`src/nptv6_pkg.sv`:
```
`timescale 1ns / 1ps

package nptv6_pkg;

  localparam int WordBits   = 16;
  localparam int NumWords   = 8;
  localparam int PrefixBits = WordBits * NumWords;
  localparam int SumBits    = WordBits + $clog2(NumWords);

  typedef logic [7:0]            len_t;
  typedef logic [63:0]           half_t;
  typedef logic [WordBits-1:0]   word_t;
  typedef logic [PrefixBits-1:0] prefix_t;
  typedef logic [SumBits-1:0]    sum_t;

  localparam word_t WORD_MASK       = 16'hffff;
  localparam len_t  MAX_PREFIX_BITS = 8'd128;

  // two end-around carry folds bring any sum of eight words back to 16 bits
  function automatic word_t fold16(input sum_t v);
    logic [WordBits:0] f1;
    logic [WordBits:0] f2;
    f1 = {1'b0, v[WordBits-1:0]} + {{(2*WordBits+1-SumBits){1'b0}}, v[SumBits-1:WordBits]};
    f2 = {1'b0, f1[WordBits-1:0]} + {{WordBits{1'b0}}, f1[WordBits]};
    return f2[WordBits-1:0];
  endfunction

endpackage

```
`src/nptv6_if.sv`:
```
`timescale 1ns / 1ps

// prefix pair channel
interface nptv6_in_if;
  import nptv6_pkg::*;

  logic  valid;
  logic  ready;
  len_t  prefix_length;
  half_t inner_prefix_hi;
  half_t inner_prefix_lo;
  half_t outer_prefix_hi;
  half_t outer_prefix_lo;

  modport source (
    output valid, prefix_length, inner_prefix_hi, inner_prefix_lo,
    output outer_prefix_hi, outer_prefix_lo,
    input  ready
  );
  modport sink (
    input  valid, prefix_length, inner_prefix_hi, inner_prefix_lo,
    input  outer_prefix_hi, outer_prefix_lo,
    output ready
  );
endinterface

// adjustment channel
interface nptv6_out_if;
  import nptv6_pkg::*;

  logic  valid;
  logic  ready;
  word_t adjustment;

  modport source (output valid, adjustment, input ready);
  modport sink (input valid, adjustment, output ready);
endinterface

```
`src/nptv6_prefix_adjustment.sv`:
```
`timescale 1ns / 1ps

// NPTv6 checksum-neutral prefix adjustment.
// The prefixes channel carries a prefix length and an inner and an outer
// 128-bit prefix, each split into hi and lo halves in network order. The
// result channel returns one 16-bit ones' complement adjustment per item,
// inner prefix sum minus outer prefix sum.
// Both channels use valid/ready; an item moves when both are high.
// An accepted item passes two register stages: the input register, then
// the result register.
// Throughput: one item per cycle unless stalled; the masked word sums, folds
// and the difference all sit in one combinational pass between the two registers.
// Reset clears both stage valid bits; the data registers are not reset.
// When the receiver stalls, the result register holds its item and the
// input register may still fill, so one more item is taken before
// prefixes.ready drops; ready returns in the cycle the result is taken.
module nptv6_prefix_adjustment (
  input logic         clk,
  input logic         rst,
  nptv6_in_if.sink    prefixes,
  nptv6_out_if.source result
);
  import nptv6_pkg::*;

  // input register
  logic    s1_valid;
  len_t    s1_len;
  prefix_t s1_inner;
  prefix_t s1_outer;

  // result register
  logic    out_valid;
  word_t   adjustment;

  logic    s1_move;
  word_t   inner_sum;
  word_t   outer_sum;
  word_t   adjustment_next;

  assign s1_move        = !out_valid || result.ready;
  assign prefixes.ready = !s1_valid || s1_move;

  always_ff @(posedge clk) begin
    if (rst) begin
      s1_valid <= 1'b0;
    end else if (prefixes.ready) begin
      s1_valid <= prefixes.valid;
    end
    if (prefixes.ready && prefixes.valid) begin
      s1_len   <= prefixes.prefix_length;
      s1_inner <= {prefixes.inner_prefix_hi, prefixes.inner_prefix_lo};
      s1_outer <= {prefixes.outer_prefix_hi, prefixes.outer_prefix_lo};
    end
  end

  nptv6_prefix_sum u_inner_sum (
    .prefix_length (s1_len),
    .prefix        (s1_inner),
    .sum           (inner_sum)
  );

  nptv6_prefix_sum u_outer_sum (
    .prefix_length (s1_len),
    .prefix        (s1_outer),
    .sum           (outer_sum)
  );

  // inner minus outer in ones' complement, complement taken on 16 bits
  assign adjustment_next = fold16({{(SumBits-WordBits){1'b0}}, inner_sum}
                                  + {{(SumBits-WordBits){1'b0}}, ~outer_sum});

  always_ff @(posedge clk) begin
    if (rst) begin
      out_valid <= 1'b0;
    end else if (s1_move) begin
      out_valid <= s1_valid;
    end
    if (s1_move && s1_valid) begin
      adjustment <= adjustment_next;
    end
  end

  assign result.valid      = out_valid;
  assign result.adjustment = adjustment;

  // an accepted item reaches the input register
  assert property (@(posedge clk) disable iff (rst)
    prefixes.valid && prefixes.ready |=> s1_valid)
    else $error("accepted item missing from input register");

  // a loaded item reaches the result register
  assert property (@(posedge clk) disable iff (rst)
    s1_valid && s1_move |=> out_valid)
    else $error("item lost between stages");

  // zero length gives the all-ones adjustment
  assert property (@(posedge clk) disable iff (rst)
    s1_valid && s1_move && s1_len == '0 |=> result.adjustment == WORD_MASK)
    else $error("zero length adjustment is not all ones");

endmodule

```
`src/nptv6_prefix_sum.sv`:
```
`timescale 1ns / 1ps

module nptv6_prefix_sum (
  input  nptv6_pkg::len_t    prefix_length,
  input  nptv6_pkg::prefix_t prefix,
  output nptv6_pkg::word_t   sum
);
  import nptv6_pkg::*;

  len_t    len_sat;
  prefix_t mask;
  prefix_t masked;
  word_t   words [NumWords];
  sum_t    pair  [NumWords/2];
  sum_t    quad  [NumWords/4];
  sum_t    total;

  // lengths above 128 cover the whole prefix
  assign len_sat = (prefix_length > MAX_PREFIX_BITS) ? MAX_PREFIX_BITS : prefix_length;

  // keep the leading len_sat bits, partial word keeps its top bits
  assign mask   = ~({PrefixBits{1'b1}} >> len_sat);
  assign masked = prefix & mask;

  // split into words, word 0 is the most significant
  always_comb begin
    for (int i = 0; i < NumWords; i++) begin
      words[i] = masked[PrefixBits-1-WordBits*i -: WordBits];
    end
  end

  // three-level adder tree
  always_comb begin
    for (int i = 0; i < NumWords/2; i++) begin
      pair[i] = sum_t'(words[2*i]) + sum_t'(words[2*i+1]);
    end
    for (int i = 0; i < NumWords/4; i++) begin
      quad[i] = pair[2*i] + pair[2*i+1];
    end
    total = quad[0] + quad[1];
  end

  assign sum = fold16(total);

endmodule
```
`src/flat_wrapper.sv`:
```
// flat-port wrapper written by rule: the top's interface ports become plain ports
module nptv6_prefix_adjustment_flat import nptv6_pkg::*;
  (clk, rst, prefixes_valid, prefixes_prefix_length, prefixes_inner_prefix_hi, prefixes_inner_prefix_lo, prefixes_outer_prefix_hi, prefixes_outer_prefix_lo, prefixes_ready, result_valid, result_adjustment, result_ready);
  nptv6_in_if prefixes_i ();
  nptv6_out_if result_i ();
  input logic clk;
  input logic rst;
  input wire logic [$bits(prefixes_i.valid)-1:0] prefixes_valid;
  input wire logic [$bits(prefixes_i.prefix_length)-1:0] prefixes_prefix_length;
  input wire logic [$bits(prefixes_i.inner_prefix_hi)-1:0] prefixes_inner_prefix_hi;
  input wire logic [$bits(prefixes_i.inner_prefix_lo)-1:0] prefixes_inner_prefix_lo;
  input wire logic [$bits(prefixes_i.outer_prefix_hi)-1:0] prefixes_outer_prefix_hi;
  input wire logic [$bits(prefixes_i.outer_prefix_lo)-1:0] prefixes_outer_prefix_lo;
  output wire logic [$bits(prefixes_i.ready)-1:0] prefixes_ready;
  output wire logic [$bits(result_i.valid)-1:0] result_valid;
  output wire logic [$bits(result_i.adjustment)-1:0] result_adjustment;
  input wire logic [$bits(result_i.ready)-1:0] result_ready;
  assign prefixes_i.valid = prefixes_valid;
  assign prefixes_i.prefix_length = prefixes_prefix_length;
  assign prefixes_i.inner_prefix_hi = prefixes_inner_prefix_hi;
  assign prefixes_i.inner_prefix_lo = prefixes_inner_prefix_lo;
  assign prefixes_i.outer_prefix_hi = prefixes_outer_prefix_hi;
  assign prefixes_i.outer_prefix_lo = prefixes_outer_prefix_lo;
  assign prefixes_ready = prefixes_i.ready;
  assign result_valid = result_i.valid;
  assign result_adjustment = result_i.adjustment;
  assign result_i.ready = result_ready;
  nptv6_prefix_adjustment u_core (.clk(clk), .rst(rst), .prefixes(prefixes_i), .result(result_i));
endmodule
```
`config.mk`:
```
export PLATFORM = sky130hd
export DESIGN_NAME = nptv6_prefix_adjustment_flat
export DESIGN_NICKNAME = d
export VERILOG_FILES = /design/src/nptv6_pkg.sv /design/src/nptv6_if.sv /design/src/nptv6_prefix_adjustment.sv /design/src/nptv6_prefix_sum.sv /design/src/flat_wrapper.sv
export SDC_FILE = /design/constraint.sdc
export NUM_CORES = 1
export LEC_CHECK = 0
export BUFFER_PORTS_ARGS = -buffer_cell sky130_fd_sc_hd__buf_2
export CAP_MARGIN = 20
export CORE_MARGIN = 2
export CORE_UTILIZATION = 54
export CTS_CLUSTER_DIAMETER = 120
export DETAILED_ROUTE_END_ITERATION = 10
export MAX_ROUTING_LAYER = met4
export PLACE_DENSITY = 0.75
export SYNTH_ARGS = -nofsm -noshare
export SYNTH_HDL_FRONTEND = slang
export SYNTH_SLANG_ARGS = --single-unit
```
`constraint.sdc`:
```
create_clock -name clk -period 14.86 [get_ports clk]
set_input_delay 0 -clock clk [delete_from_list [all_inputs] [get_ports clk]]
set_output_delay 0 -clock clk [all_outputs]
set_load 0.05 [all_outputs]
```
==> flow_summary.yaml, run 1 <==
sta:
  fin_crit_ns: 14.08
  finalHoldViolCount: 0
  skew_ns: 0.0136
  drv_slew: 0
  max_freq_mhz: 71.0
  grt_setup_unrepaired: "false"
  final.setup.tns_ns: 0
  setup_violations: 0
  tightest_slew_ns: 0.989
  period_share: 0.947
  relSlewSlack: 0.341
synth:
  postSynthAreaPerCell_sq_um: 11.7
  netlist_instances: 1659
  ys_ff_latch: 282
  synth_flop_cell: "edfxtp_1"
  syn_area_sq_um: 19400
  netlist.top_cell.by_area: "edfxtp_1"
  ys_warn_count: 0
  synth_area_leaders: "edfxtp_1 43%, fa_1 20%, ha_1 4.4%, inv_1 4.0%, nor2b_1 3.4%"
  synthArstFlopShare: 0
  synth_nets: 2188
  netlist_top_cells_count: "280 x edfxtp_1, 207 x inv_1, 193 x fa_1"
  yosysTopAreaCellShare: 0.433
  ys_seq_area_frac: 0.435
  yosysMostFrequentCell: "edfxtp_1"
  synth-edff-count: 280
  synth_cell_types: 86
clock_network:
  clkLatencyLatePin_ns: 0.59
  path_clk_slew_ns: 0.07
  cts_tree: "built"
  cts-buffers-inserted: 29
  cts-root-buf: "clkbuf_16"
  htree_levels: 1
  clock_path_buffers: 3
  numClockSinks: 282
setup_path:
  crit_buf_inv: 4
  cp.arrival_ns: 14.40
  critical_path.startpoint_type: "flip-flop"
  critPathMaxStageDelay_ns: 0.54
  endpoint_kind: "flip-flop"
  path_delay_family: "simple AND/OR/NAND/NOR gates"
  cp_slowest_cell: "fa_1"
  crit_required_ns: 15.18
  critical_path_class: "reg -> reg"
  path_common_cell: "ha_1"
  crit_fanout: 24
hold_path:
  hold_path.class: "in -> reg"
global_route:
  grt_pass1_wl_mm: 96.3
  antenna_found_initial: 3
  grt_pass1_vias: 16600
  track_usage: 0.353
  grt_max_degree: 80
  grt-ovfl-total: 0
floorplan:
  ios: 286
  die_h_um: 194
  die_w_um: 194
  die_area_sq_um: 37500
  core-area_sq_um: 35500
  start_util: 0.548
  num_rows: 69
run_status:
  status: "finished clean"
detailed_routing:
  ant_nets: 0
  drt_pre_antenna_iters: 6
  vias: 15400
  post_drt_wl_per_cell_um: 23.4
  drt_iter0_markers: 1229
  drc: 0
  wl_mm: 63.8
  vias_per_cell: 5.64
final_layout:
  syn_to_final_growth_pct: 29.9
  drive_gt1_frac: 0.182
  nNetsFinal: 2773
run:
  cap_violations: 0
place:
  place_congestion: 1.03
  hpwl_mm: 45.4
  io_buffer_count: 285
==> worst reg2reg max path, delay by kind of cell, from the launching register on <==
family          cells  cell delay [ns]
buf+inv             4             0.69
fa+ha+maj          14             4.42
flops               1             0.35
simple gates       24             5.04
xor+xnor            3             0.46
compound gates     15             2.84
==> flip-flops by register name (all words and copies together) (netlist names) <==
signal,count
u_core.s1_inner,128
u_core.s1_outer,128
u_core.result.adjustment,16
u_core.s1_len,8
u_core.result.valid,1
u_core.s1_valid,1
==> per-stage QoR <==
step	area, sq um	utilization	instances	hold WS (ns)	setup WS (ns)
5_1_grt	25200	0.711	2726	0.114	0.0443
4_1_cts	25100	0.708	2715	0.0959	0.213
3_3_place_gp	21500	0.606	2397	0.175	0.697
6_report	25200	0.711	2726	0.126	0.783
2_1_floorplan	19400	-	1659	0.0724	2.48
3_5_place_dp	21500	0.606	2397	0.178	0.255
==> kinds of logic after synthesis <==
family | count (synthesis) | synth area share
buffers and inverters | 242 | 0.0471
AO/OA/AOI/OAI | 247 | 0.0841
adder cells (fa/ha/maj) | 263 | 0.244
XOR/XNOR | 101 | 0.0455
flip-flops | 282 | 0.435
multiplexers | 1 | 0.000580
AND/OR/NAND/NOR | 523 | 0.144
==> metal layers <==
layer | vias to the layer above | part of all wire | global-route usage
li1 | 6779 | - | -
met1 | 7473 | 0.36 | 0.412
met3 | 237 | 0.083 | 0.0598
met5 | - | 0 | -
met4 | 0 | 0.056 | 0.161
met2 | 880 | 0.50 | 0.599
==> final timing paths <==
kind / from / end / slack (ns) / cells past startpoint
hold / removal: prefixes_outer_prefix_lo[42] / u_core.s1_outer[42]$_DFFE_PP_ / 0.13 / 2
setup reg to reg: u_core.s1_len[4]$_DFFE_PP_ / u_core.result.adjustment[14]$_DFFE_PP_ / 0.78 / 60
setup / recovery: u_core.s1_len[4]$_DFFE_PP_ / u_core.result.adjustment[14]$_DFFE_PP_ / 0.78 / 60
hold reg to reg: u_core.s1_valid$_SDFFE_PP0N_ / u_core.result.valid$_SDFFE_PP0P_ / 0.53 / 2
==> placed cells by master (no fill, tap or decap), types with 6 or more instances in the layout <==
cell type / n
buf_2: 285
edfxtp_1: 280
dlygate4sd3_1: 267
inv_1: 207
fa_1: 193
nor2b_1: 105
nand2_1: 102
nor2_1: 92
a21oi_1: 85
and2_1: 83
ha_1: 68
xnor2_1: 62
o21ai_0: 39
xor2_1: 39
buf_4: 36
clkbuf_16: 29
nand3_1: 26
o21a_1: 26
a21o_1: 23
nor3_1: 18
nand2b_1: 16
and3_1: 14
or2_2: 10
nand4_1: 10
a21boi_0: 9
a31oi_1: 8
clkinv_1: 6
==> final cells by class <==
| cell class | instances | area (sq um) |
|---|---|---|
| Clock buffer | 34 | 744 |
| Tap cell | 461 | 577 |
| Inverter | 207 | 777 |
| Multi-Input combinational cell | 1135 | 10100 |
| Fill cell | 2455 | 10200 |
| Antenna cell | 1 | 2.50 |
| Timing Repair Buffer | 589 | 4380 |
| Clock inverter | 17 | 199 |
| Sequential cell | 282 | 8450 |
==> repair_timing <==
item                                    in CTS  in global routing
hold endpoints to repair                   266                  0
resized for setup                            0                 12
endpoints found under the setup margin       0                 12
buffers inserted                             0                 10
hold buffers                               267                  0
Power of run 1 is left out: the tool's default activity adds up to more than one toggle a clock period on the data nets, which glitch-free logic cannot reach.
==> run 2, diff against run 1 <==
clock period = 16.5 ns   (was 14.86 ns; I/O delays follow)
==> flow_summary.yaml, run 2 (synthesis results as in run 1) <==
hold_path:
  whs_endpoint: "u_core.result.valid$_SDFFE_PP0P_"
  hold_depth: 3
  hold_path.startpoint: "rst"
  hold_path.class: "in -> reg"
final_layout:
  syn_to_final_growth_pct: 28.9
  drive_gt1_frac: 0.171
  final_common_cell: "buf_2"
  largest_registers: "u_core.s1_inner: 128 flops, u_core.s1_outer: 128 flops, u_core.result.adjustment: 16 flops"
  nNetsFinal: 2747
  mostFrequentLayoutCells: "285 x buf_2, 280 x edfxtp_1, 267 x dlygate4sd3_1"
clock_network:
  cts-root-buf: "clkbuf_16"
  clkLatencyLatePin_ns: 0.61
  cts_tree: "built"
  numClockSinks: 282
  path_clk_slew_ns: 0.07
  post_cts_buffers: 0
  cts-buffers-inserted: 29
  clock_path_buffers: 3
  htree_levels: 1
detailed_routing:
  drt_iter0_markers: 1345
  vias_per_cell: 5.75
  post_drt_wl_per_cell_um: 23.5
  vias: 15500
  wl_mm: 63.4
  ant_nets: 0
  drc: 0
  drt_pre_antenna_iters: 6
setup_path:
  reg2reg_from: "u_core.s1_len[4]$_DFFE_PP_"
  crit_fanout: 25
  critical_path.startpoint_type: "flip-flop"
  rr_endpoint: "u_core.result.adjustment[14]$_DFFE_PP_"
  cp_slowest_cell: "edfxtp_1"
  crit_required_ns: 16.82
  endpoint_kind: "flip-flop"
  r2r_cells: 58
  cp.arrival_ns: 15.33
  r2r_setup_slack_ns: 1.49
  critPathMaxStageDelay_ns: 0.94
  critical_path_class: "reg -> reg"
  crit_buf_inv: 2
  path_common_cell: "ha_1"
  path_delay_family: "simple AND/OR/NAND/NOR gates"
sta:
  finalHoldViolCount: 0
  skew_ns: 0.0246
  tightest_slew_ns: 1.27
  max_freq_mhz: 66.6
  final.setup.tns_ns: 0
  relSlewSlack: 0.150
  grt_setup_unrepaired: "false"
  period_share: 0.910
  drv_slew: 0
  fin_crit_ns: 15.01
  setup_violations: 0
run_status:
  status: "finished clean"
place:
  io_buffer_count: 285
  hpwl_mm: 43.3
  place_congestion: 1.01
floorplan:
  die_h_um: 194
  die_w_um: 194
  core-area_sq_um: 35500
  ios: 286
  start_util: 0.548
  die_area_sq_um: 37500
  num_rows: 69
global_route:
  grt_max_degree: 178
  antenna_found_initial: 3
  grt-ovfl-total: 0
  track_usage: 0.348
  grt_pass1_vias: 16700
  grt_pass1_wl_mm: 95.1
run:
  cap_violations: 0
[run 2: cell types whose count changed in the layout (fill, tap and decap cells not counted), moves of 3 or more]
cell / delta
buf_4: -27
clkinv_2: +3
nor2_1: +3
nor2_2: -3
[run 2: area by class of cell]
| class | count | area (sq um) |
|---|---|---|
| antenna | 3 | 7.51 |
| clock buffer | 32 | 737 |
| clock inverter | 21 | 225 |
| fill | 2450 | 10400 |
| inverter | 207 | 777 |
| multi-input combinational | 1135 | 10100 |
| sequential | 282 | 8450 |
| tap | 461 | 577 |
| timing repair buffer | 563 | 4210 |
[run 2: what timing repair did]
action,CTS,global route
hold buffers,267,0
endpoints found under the hold margin,266,0
resized for setup,0,0
[run 2: metrics by stage]
stage | cell area (sq um) | hold slack [ns] | instances | util | setup WS, ns
after CTS | 25000 | 0.0906 | 2700 | 0.705 | 1.85
after floorplan | 19400 | 0.0724 | 1659 | - | 4.12
after global routing | 25100 | 0.0939 | 2704 | 0.706 | 0.357
final | 25100 | 0.103 | 2704 | 0.706 | 1.49
after global placement | 21400 | 0.174 | 2380 | 0.603 | 2.64
after detailed placement | 21400 | 0.173 | 2380 | 0.603 | 1.88
[run 2: layer usage]
layer	routed length [um]	part of all wire	vias up	global-route usage
li1	-	-	6738	-
met1	21700	0.34	7496	0.391
met2	31100	0.49	975	0.581
met3	6080	0.096	329	0.0778
met4	4530	0.071	0	0.186
met5	0	0	-	-
[run 2: how the worst max path moves through the flow]
stage                     slack, ns  depth (start not counted)                       start                                endpoint
after floorplan                4.12                         59  u_core.s1_len[7]$_DFFE_PP_  u_core.result.adjustment[14]$_DFFE_PP_
after global placement         2.64                         58  u_core.s1_len[4]$_DFFE_PP_  u_core.result.adjustment[14]$_DFFE_PP_
after detailed placement       1.88                         58  u_core.s1_len[4]$_DFFE_PP_  u_core.result.adjustment[14]$_DFFE_PP_
after CTS                      1.85                         58  u_core.s1_len[4]$_DFFE_PP_  u_core.result.adjustment[14]$_DFFE_PP_
after global routing           0.36                         58  u_core.s1_len[4]$_DFFE_PP_  u_core.result.adjustment[14]$_DFFE_PP_
final                          1.49                         58  u_core.s1_len[4]$_DFFE_PP_  u_core.result.adjustment[14]$_DFFE_PP_
[run 2: tightest hold or removal path: stages]
cell	delay (ns)
dlygate4sd3_1	0.52
buf_2	0.10
nor2_1	0.03
Power of run 2 is left out for the same reason.
==> run 3, diff against run 2 <==
CTS_CLUSTER_DIAMETER = 40   (was 120)
RECOVER_POWER = 100   (was not set)
==> flow_summary.yaml, run 3 (synthesis results as in run 1) <==
detailed_routing:
  post_drt_wl_per_cell_um: 23.2
  drt_pre_antenna_iters: 6
  wl_mm: 63.2
  ant_nets: 0
  vias_per_cell: 5.72
  vias: 15600
  drc: 0
  drt_iter0_markers: 1416
clock_network:
  clock_path_buffers: 3
  cts_tree: "built"
  numClockSinks: 282
  clkLatencyLatePin_ns: 0.60
  cts-buffers-inserted: 42
  cts-root-buf: "clkbuf_16"
  path_clk_slew_ns: 0.06
  ctsResizeCount: 0
  ctsHoldBuffers: 268
  post_cts_buffers: 0
  htree_levels: 2
floorplan:
  die_w_um: 194
  num_rows: 69
  die_h_um: 194
  start_util: 0.548
  die_area_sq_um: 37500
  ios: 286
  core-area_sq_um: 35500
run:
  cap_violations: 2
sta:
  fin_crit_ns: 15.24
  finalHoldViolCount: 0
  setup_violations: 0
  drv_slew: 247
  relSlewSlack: -5.60
  final.setup.tns_ns: 0
  period_share: 0.923
  grt_setup_unrepaired: "false"
  skew_ns: 0.0612
  tightest_slew_ns: 9.90
  max_freq_mhz: 65.6
place:
  place_congestion: 1.01
  io_buffer_count: 285
  hpwl_mm: 43.3
global_route:
  track_usage: 0.344
  grt_pass1_vias: 16700
  grt_max_degree: 178
  antenna_found_initial: 5
  grt_pass1_wl_mm: 93.7
  grt-ovfl-total: 0
setup_path:
  endpoint_kind: "flip-flop"
  crit_fanout: 25
  cp_slowest_cell: "nor2b_1"
  critical_path_class: "reg -> reg"
  cp.arrival_ns: 15.52
  crit_buf_inv: 2
  path_common_cell: "ha_1"
  critPathMaxStageDelay_ns: 0.97
  path_delay_family: "simple AND/OR/NAND/NOR gates"
  critical_path.startpoint_type: "flip-flop"
  crit_required_ns: 16.78
final_layout:
  multi_input_area_sq_um: 10100
  final_common_cell: "edfxtp_1"
  nNetsFinal: 2762
  regArea_sq_um: 8450
  largest_registers: "u_core.s1_inner: 128 flops, u_core.s1_outer: 128 flops, u_core.result.adjustment: 16 flops"
  drive_gt1_frac: 0.132
  fillCellCount: 2434
  mostFrequentLayoutCells: "280 x edfxtp_1, 268 x dlygate4sd3_1, 207 x inv_1"
  syn_to_final_growth_pct: 30.7
run_status:
  violations: "max-capacitance violations, max-slew violations"
  status: "complete, but fails checks"
hold_path:
  hold_path.class: "in -> reg"
==> run 3: cell types whose count changed in the layout (fill, tap and decap cells not counted), sizes merged <==
cell,before,now
clkbuf,32,153
inv,208,216
dlygate4sd3,267,268
buf,296,190
clkinv,13,16
diode,3,4
clkinvlp,3,1
==> run 3: final timing paths <==
| kind | start | endpoint | slack [ns] | cells after the start |
|---|---|---|---|---|
| setup / recovery | u_core.s1_len[4]$_DFFE_PP_ | u_core.result.adjustment[14]$_DFFE_PP_ | 1.26 | 58 |
| hold / removal | prefixes_inner_prefix_lo[63] | u_core.s1_inner[63]$_DFFE_PP_ | 0.11 | 2 |
| setup reg to reg | u_core.s1_len[4]$_DFFE_PP_ | u_core.result.adjustment[14]$_DFFE_PP_ | 1.26 | 58 |
| hold reg to reg | u_core.s1_valid$_SDFFE_PP0N_ | u_core.result.valid$_SDFFE_PP0P_ | 1.07 | 3 |
==> run 3: area by class of cell <==
| cell class | instances | area share |
|---|---|---|
| antenna | 4 | 0.000394 |
| tap | 461 | 0.0227 |
| sequential | 282 | 0.333 |
| multi-input combinational | 1135 | 0.397 |
| clock buffer | 46 | 0.0420 |
| clock inverter | 30 | 0.0151 |
| timing repair buffer | 565 | 0.160 |
| inverter | 207 | 0.0306 |
==> run 3: metal layers <==
| layer | GRT usage | part of all wire | up-vias |
|---|---|---|---|
| met2 | 0.576 | 0.50 | 965 |
| met1 | 0.381 | 0.34 | 7588 |
| li1 | - | - | 6769 |
| met4 | 0.212 | 0.071 | 0 |
| met5 | - | 0 | - |
| met3 | 0.0677 | 0.089 | 281 |
==> run 3: through the flow <==
stage	util	std cells	setup slack (ns)	area [sq um]	hold WS [ns]
global route	0.715	2730	0.229	25400	0.114
floorplan	-	1659	4.12	19400	0.0724
finish	0.715	2730	1.26	25400	0.106
detailed placement	0.603	2380	1.88	21400	0.173
global placement	0.603	2380	2.64	21400	0.174
CTS	0.719	2724	1.81	25500	0.0862
Power of run 3 is left out for the same reason.
